## src/hdl/md2_hash_engine_macros.svh

```systemverilog
// assertion macros shared by the md2 hash engine
// expects aclk and aresetn in the scope of each use
`ifndef MD2_HASH_ENGINE_MACROS_SVH
`define MD2_HASH_ENGINE_MACROS_SVH

// same-cycle implication, quiet while reset is held
`define MD2_ASSERT_NOW(label, ante, cons, msg) \
    label: assert property (@(posedge aclk) disable iff (!aresetn) \
        (ante) |-> (cons)) else $error(msg);

// next-cycle implication, quiet while reset is held
`define MD2_ASSERT_NEXT(label, ante, cons, msg) \
    label: assert property (@(posedge aclk) disable iff (!aresetn) \
        (ante) |=> (cons)) else $error(msg);

`endif

```

## src/hdl/md2_pkg.sv

```systemverilog
// md2 package: datapath command codes, controller/datapath structs, pi substitution table
// no dependencies
package md2_pkg;

    localparam int OP_W = 4;

    localparam logic [OP_W-1:0] OP_NONE     = 4'd0;
    localparam logic [OP_W-1:0] OP_LOAD     = 4'd1;
    localparam logic [OP_W-1:0] OP_PAD      = 4'd2;
    localparam logic [OP_W-1:0] OP_FOLD     = 4'd3;
    localparam logic [OP_W-1:0] OP_FILL_MSG = 4'd4;
    localparam logic [OP_W-1:0] OP_FILL_CK  = 4'd5;
    localparam logic [OP_W-1:0] OP_ROUND    = 4'd6;
    localparam logic [OP_W-1:0] OP_EMIT     = 4'd7;
    localparam logic [OP_W-1:0] OP_CLEAR    = 4'd8;

    localparam logic [4:0] LAST_ROUND = 5'd17;

    typedef struct packed {
        logic [OP_W-1:0] op;
        logic            step_last;
        logic [4:0]      round_idx;
    } md2_cmd_t;

    typedef struct packed {
        logic fill_last;
        logic out_free;
    } md2_status_t;

    localparam logic [7:0] PI_SUBST [0:255] = '{
        8'd41,  8'd46,  8'd67,  8'd201, 8'd162, 8'd216, 8'd124, 8'd1,
        8'd61,  8'd54,  8'd84,  8'd161, 8'd236, 8'd240, 8'd6,   8'd19,
        8'd98,  8'd167, 8'd5,   8'd243, 8'd192, 8'd199, 8'd115, 8'd140,
        8'd152, 8'd147, 8'd43,  8'd217, 8'd188, 8'd76,  8'd130, 8'd202,
        8'd30,  8'd155, 8'd87,  8'd60,  8'd253, 8'd212, 8'd224, 8'd22,
        8'd103, 8'd66,  8'd111, 8'd24,  8'd138, 8'd23,  8'd229, 8'd18,
        8'd190, 8'd78,  8'd196, 8'd214, 8'd218, 8'd158, 8'd222, 8'd73,
        8'd160, 8'd251, 8'd245, 8'd142, 8'd187, 8'd47,  8'd238, 8'd122,
        8'd169, 8'd104, 8'd121, 8'd145, 8'd21,  8'd178, 8'd7,   8'd63,
        8'd148, 8'd194, 8'd16,  8'd137, 8'd11,  8'd34,  8'd95,  8'd33,
        8'd128, 8'd127, 8'd93,  8'd154, 8'd90,  8'd144, 8'd50,  8'd39,
        8'd53,  8'd62,  8'd204, 8'd231, 8'd191, 8'd247, 8'd151, 8'd3,
        8'd255, 8'd25,  8'd48,  8'd179, 8'd72,  8'd165, 8'd181, 8'd209,
        8'd215, 8'd94,  8'd146, 8'd42,  8'd172, 8'd86,  8'd170, 8'd198,
        8'd79,  8'd184, 8'd56,  8'd210, 8'd150, 8'd164, 8'd125, 8'd182,
        8'd118, 8'd252, 8'd107, 8'd226, 8'd156, 8'd116, 8'd4,   8'd241,
        8'd69,  8'd157, 8'd112, 8'd89,  8'd100, 8'd113, 8'd135, 8'd32,
        8'd134, 8'd91,  8'd207, 8'd101, 8'd230, 8'd45,  8'd168, 8'd2,
        8'd27,  8'd96,  8'd37,  8'd173, 8'd174, 8'd176, 8'd185, 8'd246,
        8'd28,  8'd70,  8'd97,  8'd105, 8'd52,  8'd64,  8'd126, 8'd15,
        8'd85,  8'd71,  8'd163, 8'd35,  8'd221, 8'd81,  8'd175, 8'd58,
        8'd195, 8'd92,  8'd249, 8'd206, 8'd186, 8'd197, 8'd234, 8'd38,
        8'd44,  8'd83,  8'd13,  8'd110, 8'd133, 8'd40,  8'd132, 8'd9,
        8'd211, 8'd223, 8'd205, 8'd244, 8'd65,  8'd129, 8'd77,  8'd82,
        8'd106, 8'd220, 8'd55,  8'd200, 8'd108, 8'd193, 8'd171, 8'd250,
        8'd36,  8'd225, 8'd123, 8'd8,   8'd12,  8'd189, 8'd177, 8'd74,
        8'd120, 8'd136, 8'd149, 8'd139, 8'd227, 8'd99,  8'd232, 8'd109,
        8'd233, 8'd203, 8'd213, 8'd254, 8'd59,  8'd0,   8'd29,  8'd57,
        8'd242, 8'd239, 8'd183, 8'd14,  8'd102, 8'd88,  8'd208, 8'd228,
        8'd166, 8'd119, 8'd114, 8'd248, 8'd235, 8'd117, 8'd75,  8'd10,
        8'd49,  8'd68,  8'd80,  8'd180, 8'd143, 8'd237, 8'd31,  8'd26,
        8'd219, 8'd153, 8'd141, 8'd51,  8'd159, 8'd17,  8'd131, 8'd20
    };

endpackage

```

## src/hdl/md2_ctrl.sv

```systemverilog
// md2 controller: sequences load, pad, checksum fold, compression and digest output
// depends on md2_pkg for command codes and the command/status structs
module md2_ctrl
    import md2_pkg::*;
(
    input  logic        aclk,
    input  logic        aresetn,
    input  logic        s_valid,
    output logic        s_ready,
    input  logic        s_byte_valid,
    input  logic        s_end_message,
    input  md2_status_t status,
    output md2_cmd_t    cmd
);

    localparam logic [2:0] ST_IDLE  = 3'd0;
    localparam logic [2:0] ST_PAD   = 3'd1;
    localparam logic [2:0] ST_FOLD  = 3'd2;
    localparam logic [2:0] ST_FILL  = 3'd3;
    localparam logic [2:0] ST_ROUND = 3'd4;
    localparam logic [2:0] ST_EMIT  = 3'd5;
    localparam logic [2:0] ST_CLEAR = 3'd6;

    // which block the compression is working on
    localparam logic [1:0] PH_MSG = 2'd0;
    localparam logic [1:0] PH_PAD = 2'd1;
    localparam logic [1:0] PH_CK  = 2'd2;

    logic [2:0] state_reg, state_next;
    logic [1:0] phase_reg, phase_next;
    logic [5:0] step_reg, step_next;
    logic [4:0] round_reg, round_next;
    logic       end_reg, end_next;

    // no transfer is taken while reset is held
    assign s_ready = aresetn && (state_reg == ST_IDLE);

    always_comb begin
        state_next     = state_reg;
        phase_next     = phase_reg;
        step_next      = step_reg;
        round_next     = round_reg;
        end_next       = end_reg;
        cmd.op         = OP_NONE;
        cmd.step_last  = 1'b0;
        cmd.round_idx  = round_reg;
        unique case (state_reg)
            ST_IDLE: begin
                if (s_valid) begin
                    cmd.op = OP_LOAD;
                    if (s_byte_valid && status.fill_last) begin
                        end_next   = s_end_message;
                        phase_next = PH_MSG;
                        step_next  = 6'd0;
                        state_next = ST_FOLD;
                    end else if (s_end_message) begin
                        phase_next = PH_PAD;
                        state_next = ST_PAD;
                    end
                end
            end
            ST_PAD: begin
                cmd.op     = OP_PAD;
                step_next  = 6'd0;
                state_next = ST_FOLD;
            end
            ST_FOLD: begin
                cmd.op    = OP_FOLD;
                step_next = step_reg + 6'd1;
                if (step_reg == 6'd15) begin
                    step_next  = 6'd0;
                    state_next = ST_FILL;
                end
            end
            ST_FILL: begin
                cmd.op     = (phase_reg == PH_CK) ? OP_FILL_CK : OP_FILL_MSG;
                step_next  = 6'd0;
                round_next = 5'd0;
                state_next = ST_ROUND;
            end
            ST_ROUND: begin
                cmd.op        = OP_ROUND;
                cmd.step_last = (step_reg == 6'd47);
                step_next     = step_reg + 6'd1;
                if (step_reg == 6'd47) begin
                    step_next  = 6'd0;
                    round_next = round_reg + 5'd1;
                    if (round_reg == LAST_ROUND) begin
                        round_next = 5'd0;
                        case (phase_reg)
                            PH_MSG: begin
                                if (end_reg) begin
                                    phase_next = PH_PAD;
                                    state_next = ST_PAD;
                                end else begin
                                    state_next = ST_IDLE;
                                end
                            end
                            PH_PAD: begin
                                phase_next = PH_CK;
                                state_next = ST_FILL;
                            end
                            default: begin
                                state_next = ST_EMIT;
                            end
                        endcase
                    end
                end
            end
            ST_EMIT: begin
                // hand a byte over only when the output register can take it
                if (status.out_free) begin
                    cmd.op        = OP_EMIT;
                    cmd.step_last = (step_reg == 6'd15);
                    step_next     = step_reg + 6'd1;
                    if (step_reg == 6'd15) begin
                        step_next  = 6'd0;
                        state_next = ST_CLEAR;
                    end
                end
            end
            ST_CLEAR: begin
                cmd.op     = OP_CLEAR;
                end_next   = 1'b0;
                phase_next = PH_MSG;
                state_next = ST_IDLE;
            end
            default: begin
                state_next = ST_IDLE;
            end
        endcase
    end

    always_ff @(posedge aclk) begin
        if (!aresetn) begin
            state_reg <= ST_IDLE;
            phase_reg <= PH_MSG;
            step_reg  <= 6'd0;
            round_reg <= 5'd0;
            end_reg   <= 1'b0;
        end else begin
            state_reg <= state_next;
            phase_reg <= phase_next;
            step_reg  <= step_next;
            round_reg <= round_next;
            end_reg   <= end_next;
        end
    end

endmodule

```

## src/hdl/md2_datapath.sv

```systemverilog
// md2 datapath: block buffer, checksum and 48-byte state as rotating registers, output register
// depends on md2_pkg for command codes, structs and the pi table
module md2_datapath
    import md2_pkg::*;
(
    input  logic        aclk,
    input  logic        aresetn,
    input  md2_cmd_t    cmd,
    output md2_status_t status,
    input  logic [7:0]  s_data_byte,
    input  logic        s_byte_valid,
    output logic        m_valid,
    input  logic        m_ready,
    output logic [7:0]  m_digest_byte,
    output logic        m_last_byte
);

    logic [7:0] blk_reg [16];
    logic [7:0] blk_next [16];
    logic [7:0] ck_reg [16];
    logic [7:0] ck_next [16];
    logic [7:0] st_reg [48];
    logic [7:0] st_next [48];
    logic [7:0] chain_reg, chain_next;
    logic [7:0] t_reg, t_next;
    logic [3:0] fill_reg, fill_next;
    logic       out_valid_reg, out_valid_next;
    logic [7:0] out_data_reg, out_data_next;
    logic       out_last_reg, out_last_next;

    logic [7:0] pad_val;
    logic [7:0] fold_val;
    logic [7:0] rnd_val;

    assign pad_val  = {3'b000, 5'd16 - {1'b0, fill_reg}};
    assign fold_val = ck_reg[0] ^ PI_SUBST[blk_reg[0] ^ chain_reg];
    assign rnd_val  = st_reg[0] ^ PI_SUBST[t_reg];

    assign status.fill_last = (fill_reg == 4'd15);
    assign status.out_free  = !out_valid_reg || m_ready;

    assign m_valid       = out_valid_reg;
    assign m_digest_byte = out_data_reg;
    assign m_last_byte   = out_last_reg;

    always_comb begin
        blk_next       = blk_reg;
        ck_next        = ck_reg;
        st_next        = st_reg;
        chain_next     = chain_reg;
        t_next         = t_reg;
        fill_next      = fill_reg;
        out_data_next  = out_data_reg;
        out_last_next  = out_last_reg;
        out_valid_next = m_ready ? 1'b0 : out_valid_reg;
        unique case (cmd.op)
            OP_NONE: begin
            end
            OP_LOAD: begin
                if (s_byte_valid) begin
                    blk_next[fill_reg] = s_data_byte;
                    fill_next          = fill_reg + 4'd1;
                end
            end
            OP_PAD: begin
                for (int j = 0; j < 16; j++) begin
                    if (4'(j) >= fill_reg) begin
                        blk_next[j] = pad_val;
                    end
                end
            end
            OP_FOLD: begin
                // one chained checksum step, both rows rotate back in place after a full turn
                for (int j = 0; j < 15; j++) begin
                    ck_next[j]  = ck_reg[j+1];
                    blk_next[j] = blk_reg[j+1];
                end
                ck_next[15]  = fold_val;
                blk_next[15] = blk_reg[0];
                chain_next   = fold_val;
            end
            OP_FILL_MSG: begin
                for (int j = 0; j < 16; j++) begin
                    st_next[16+j] = blk_reg[j];
                    st_next[32+j] = blk_reg[j] ^ st_reg[j];
                end
                t_next = 8'd0;
            end
            OP_FILL_CK: begin
                for (int j = 0; j < 16; j++) begin
                    st_next[16+j] = ck_reg[j];
                    st_next[32+j] = ck_reg[j] ^ st_reg[j];
                end
                t_next = 8'd0;
            end
            OP_ROUND: begin
                // one substitution per cycle, state rotates back in place after a full turn
                for (int j = 0; j < 47; j++) begin
                    st_next[j] = st_reg[j+1];
                end
                st_next[47] = rnd_val;
                t_next = cmd.step_last ? rnd_val + {3'b000, cmd.round_idx} : rnd_val;
            end
            OP_EMIT: begin
                for (int j = 0; j < 47; j++) begin
                    st_next[j] = st_reg[j+1];
                end
                st_next[47]    = st_reg[0];
                out_data_next  = st_reg[0];
                out_last_next  = cmd.step_last;
                out_valid_next = 1'b1;
            end
            OP_CLEAR: begin
                for (int j = 0; j < 16; j++) begin
                    ck_next[j] = 8'd0;
                end
                for (int j = 0; j < 48; j++) begin
                    st_next[j] = 8'd0;
                end
                chain_next = 8'd0;
                fill_next  = 4'd0;
            end
            default: begin
            end
        endcase
    end

    always_ff @(posedge aclk) begin
        if (!aresetn) begin
            for (int j = 0; j < 16; j++) begin
                ck_reg[j] <= 8'd0;
            end
            for (int j = 0; j < 48; j++) begin
                st_reg[j] <= 8'd0;
            end
            chain_reg     <= 8'd0;
            fill_reg      <= 4'd0;
            out_valid_reg <= 1'b0;
        end else begin
            ck_reg        <= ck_next;
            st_reg        <= st_next;
            chain_reg     <= chain_next;
            fill_reg      <= fill_next;
            out_valid_reg <= out_valid_next;
        end
    end

    // payload registers
    always_ff @(posedge aclk) begin
        blk_reg      <= blk_next;
        t_reg        <= t_next;
        out_data_reg <= out_data_next;
        out_last_reg <= out_last_next;
    end

endmodule

```

## src/hdl/md2_hash_engine.sv

```systemverilog
// md2 hash engine top level: MD2 digest of a byte stream
// Input channel (s_): one item per transfer carrying an optional message byte
// (s_byte_valid) and an end-of-message mark (s_end_message).
// Output channel (m_): sixteen digest bytes, first byte first, m_last_byte on the last.
// Work per accepted item, from the accepting edge:
//   a byte that does not complete a 16-byte block: stored, next item right after
//   a byte that completes a block: 16 checksum steps, a fill step and the
//   864 substitutions of the compression loop; no new item is taken meanwhile
//   end of message: one more block (pad, checksum 16, fill, compression 864),
//   then the checksum block (fill, compression 864), 16 output transfers and
//   a clear step; a block completed by the end mark itself is compressed first
// The compression loop does one pi-table lookup per cycle on a rotating 48-byte
// state, which sets the rate.
// Reset (aresetn low, synchronous) clears the checksum, chain, state, byte count
// and output valid; s_ready rises in the first cycle after reset.
// A stalled receiver holds the digest: each byte waits in the output register until
// taken. After the clear step that follows the last byte, s_ready returns for a new message.
// Depends on md2_pkg, md2_ctrl, md2_datapath and md2_hash_engine_macros.svh.
`include "md2_hash_engine_macros.svh"

module md2_hash_engine
    import md2_pkg::*;
(
    input  logic       aclk,
    input  logic       aresetn,
    input  logic       s_valid,
    output logic       s_ready,
    input  logic [7:0] s_data_byte,
    input  logic       s_byte_valid,
    input  logic       s_end_message,
    output logic       m_valid,
    input  logic       m_ready,
    output logic [7:0] m_digest_byte,
    output logic       m_last_byte
);

    md2_cmd_t    cmd;
    md2_status_t status;
    logic        short_item;

    md2_ctrl u_ctrl (
        .aclk          (aclk),
        .aresetn       (aresetn),
        .s_valid       (s_valid),
        .s_ready       (s_ready),
        .s_byte_valid  (s_byte_valid),
        .s_end_message (s_end_message),
        .status        (status),
        .cmd           (cmd)
    );

    md2_datapath u_datapath (
        .aclk          (aclk),
        .aresetn       (aresetn),
        .cmd           (cmd),
        .status        (status),
        .s_data_byte   (s_data_byte),
        .s_byte_valid  (s_byte_valid),
        .m_valid       (m_valid),
        .m_ready       (m_ready),
        .m_digest_byte (m_digest_byte),
        .m_last_byte   (m_last_byte)
    );

    // accepted item that neither completes a block nor ends the message
    assign short_item = s_valid && s_ready && !s_end_message
                        && !(s_byte_valid && status.fill_last);

    // a digest byte never overwrites one that is still waiting
    `MD2_ASSERT_NOW(a_emit_free, cmd.op == OP_EMIT, status.out_free, "emit into busy output")

    // input stays ready in the cycle after a byte that neither completes a block nor ends the message
    `MD2_ASSERT_NEXT(a_short_item, short_item, s_ready, "short item stalled input")

    // after the clear cycle the next message may start at once
    `MD2_ASSERT_NEXT(a_clear_idle, cmd.op == OP_CLEAR, s_ready && !status.fill_last, "clear not idle")

endmodule
```

## config.mk

```make
export PLATFORM = sky130hd
export DESIGN_NAME = md2_hash_engine
export DESIGN_NICKNAME = d
export VERILOG_FILES = /design/src/hdl/md2_pkg.sv /design/src/hdl/md2_ctrl.sv /design/src/hdl/md2_datapath.sv /design/src/hdl/md2_hash_engine.sv
export VERILOG_INCLUDE_DIRS = /design/src /design/src/hdl
export SDC_FILE = /design/constraint.sdc
export NUM_CORES = 2
export LEC_CHECK = 0
export BUFFER_PORTS_ARGS = -buffer_cell sky130_fd_sc_hd__buf_2
export CORE_ASPECT_RATIO = 0.9
export CORE_MARGIN = 3
export CORE_UTILIZATION = 45
export CTS_BUF_LIST = sky130_fd_sc_hd__clkbuf_4
export CTS_CLUSTER_SIZE = 12
export DETAILED_ROUTE_END_ITERATION = 10
export HOLD_SLACK_MARGIN = 0.08
export SKIP_CTS_REPAIR_TIMING = 1
export SLEW_MARGIN = 40
export SYNTH_ARGS = -nofsm -noshare
export SYNTH_HDL_FRONTEND = slang
export SYNTH_SLANG_ARGS = --single-unit
```

## constraint.sdc

```tcl
create_clock -name aclk -period 5.1 [get_ports aclk]
set_input_delay 0.765 -clock aclk [delete_from_list [all_inputs] [get_ports aclk]]
set_output_delay 0.765 -clock aclk [all_outputs]
set_load 0.05 [all_outputs]
```

==> results.cfg <==
[setup_path]
required_ns = 5.88
worstSetupEndpointType = flop
crit_top_cell = ha_1
rr_endpoint = u_datapath.t_reg[7]
cp_slowest_cell = o311ai_1
arrival_ns = 5.52
r2r_slack_ns = 0.36
reg2reg_depth = 16
cp_cell_sequence = inv_1 > buf_4 > ha_1 > nand2b_1 > and2_1 > mux4_2 > o311ai_1 > nor2_1 > xnor2_1 > ha_1 > a21oi_1 > nor2b_1 > o21a_1 > o21ai_0 > nor3_1 > mux2i_1
r2r_start = u_datapath.t_reg[0]
max_stage_delay_ns = 0.60
crit_fanout = 10
worstSetupStartpointType = flop
worstSetupPathType = reg2reg

[timing]
slew_headroom_pct = 28.4
fin_ws_ns = 0.356
max_freq_mhz = 211
hold_viol = 0
setup_viol = 0
final.min_clock_period_ns = 4.74
tns_ns = 0
rsz0062_at_grt = no
skew_ns = 0.0671
fin_crit_sh_pct = 93.0
worst_slew_pin_slew_ns = 1.07
whs_ns = 0.213
finalMaxSlewViolations = 0

[synthesis]
synth_area_leaders = dfxtp_1 30%, edfxtp_1 12%, mux2i_1 6.6%
yosysMostFrequentCell = nand2_1
ys_warn_count = 0
async_flop_share_pct = 0
syn_inst = 4271
synth-edff-count = 145
synth_cell_types = 84
post-synth-top-area-cell = dfxtp_1
ys_ff_latch = 679
avgSynthCellArea_um2 = 8.48
synth_area_um2 = 36200
synthFlopType = dfxtp_1
synth_nets = 4323
synth_commonest_cells = 627 x nand2_1, 534 x dfxtp_1, 386 x nor2_1, 337 x a21oi_1, 322 x o21ai_0
synth_top_cell_area_share_pct = 29.5
ys_seq_area_share_pct = 41.5

[die]
die_w_um = 305
die_h_um = 275
row_count = 98
ios = 25
die-area_um2 = 83900
coreArea_um2 = 79600
initial_utilization_pct = 45.5

[global_route]
top_usage_layer = met2
use_met1_pct = 43.5
grt_use_total_pct = 30.9
grt_max_degree = 147
globalRouteOverflowTotal = 0
antenna_found_initial = 7
use_met3_pct = 6.65
grt_pass1_wl_um = 203000
grt_pass1_vias = 32674
use_met2_pct = 46.7

[placed_design]
dp_slack_ns = 0.567
dpl.hpwl_um = 82900
io_buffer_count = 24
gp_congestion = 0.987

[routing]
drt_iter0_markers = 3968
wire_per_inst_um = 24.6
drc = 0
routed_wl_um = 133000
drtPass1Iterations = 8
via_count = 34224
vias_per_cell = 6.34
ant_nets = 0

[cells_and_area]
multi_input_comb_area_um2 = 19700
drive_gt1_share_pct = 12.5
regArea_um2 = 15000
area_growth_syn_to_layout_pct = 10.4
fill_cells = 7819
nets = 4264

[clock_tree]
cts_max_level = 4
cts_made_buffers = 178
cts.sinks = 679
clock_path_buffers = 3
insertion_delay_ns = 1.03
clockRootBuffer = clkbuf_4
path_clk_slew_ns = 0.08
cts_tree = built

[pwr]
switching_share_pct = 43.5
power.internal_w = 0.0118
power_frac_seq_pct = 32.4
vdd_drop_max_mv = 0.429
power_switching_w = 0.00905
combPwrFrac_pct = 43.5
power.density_nw_per_um2 = 521
p_clk_share_pct = 24.1
leakage_nw = 14.4

[worst_hold_path]
hold-path-endpoint = u_datapath.m_valid
holdCritStartpoint = m_ready
worst_hold_path.num_cells = 4
hp-class = in2reg

[run_status]
outcome = complete, no violations

[job]
drv_cap = 0
-- stage by stage --
step / total power (W) / util, % / instances / area (µm²)
after global routing: 0.0218 / 50.3 / 5400 / 40000
final: 0.0208 / 50.3 / 5400 / 40000
after CTS: 0.0206 / 50.2 / 5396 / 39900
after floorplan: 0.0124 / - / 4271 / 36200
after global placement: 0.0156 / 47.0 / 5075 / 37400
after detailed placement: 0.0155 / 47.2 / 5080 / 37600
-- kinds of logic after synthesis --
logic type	share of synthesized area, %
DFF	41.5
and+or+nand+nor	16.7
AOI/OAI and AO/OA	23.5
xor gates and xnor gates	4.20
muxes	7.79
adders and majority gates	1.36
buffers and inverters	4.93
-- metal layers --
layer  up-vias  share of wire (%)
li1      15548                  -
met1     16707                 45
met2      1666                 43
met3       299                9.1
met4         4                3.2
met5         -              0.020
-- power by group through the flow --
stage | Combinational [W] | Sequential [W] | Clock [W]
after floorplan | 0.00578 | 0.00659 | 0
after global placement | 0.00871 | 0.00685 | 0
after detailed placement | 0.00869 | 0.00685 | 0
after CTS | 0.00871 | 0.00673 | 0.00512
after global routing | 0.00961 | 0.00680 | 0.00538
final | 0.00906 | 0.00675 | 0.00501
-- area by class of cell --
type | count | area share, %
Tap cell | 1050 | 3.29
Timing Repair Buffer | 163 | 3.67
Sequential cell | 679 | 37.6
Clock inverter | 38 | 0.701
Clock buffer | 278 | 5.22
Multi-Input combinational cell | 3159 | 49.2
Inverter | 31 | 0.310
Antenna cell | 2 | 0.0125
-- worst max-delay path by stage --
stage	slack (ns)	to	depth (start not counted)	start
CTS	0.56	u_datapath.t_reg[7]	16	u_datapath.t_reg[0]
detailed placement	0.57	u_datapath.t_reg[7]	16	u_datapath.t_reg[0]
floorplan	0.81	u_datapath.t_reg[6]	20	u_datapath.t_reg[0]
finish	0.36	u_datapath.t_reg[7]	16	u_datapath.t_reg[0]
global placement	0.53	u_datapath.t_reg[6]	17	u_datapath.t_reg[0]
global route	0.15	u_datapath.t_reg[6]	17	u_datapath.t_reg[0]
-- critical path: cells and delay by family (launching register included) --
family / cells / cell delay [ns]
multiplexers: 2 / 0.59
AND/OR/NAND/NOR: 5 / 0.84
buffers and inverters: 2 / 0.29
XOR/XNOR: 1 / 0.23
AO/OA/AOI/OAI: 4 / 1.24
adder cells (fa/ha/maj): 2 / 0.88
flip-flops: 1 / 0.43
-- placed cells by master (no fill, tap or decap), types with 35 or more instances in the layout --
cell and n:
mux2i_1 239, o21ai_0 322, a221oi_1 141, a21oi_1 330
nor2b_1 35, xnor2_1 139, nand3_1 59, a211oi_1 44
edfxtp_1 145, nor2_1 378, a22o_1 111, o211ai_1 47
nor3_1 162, dfxtp_1 534, buf_4 111, nand2_1 622
clkbuf_4 278, nand2b_1 35, ha_1 36
(Power assumes the default switching activity.)
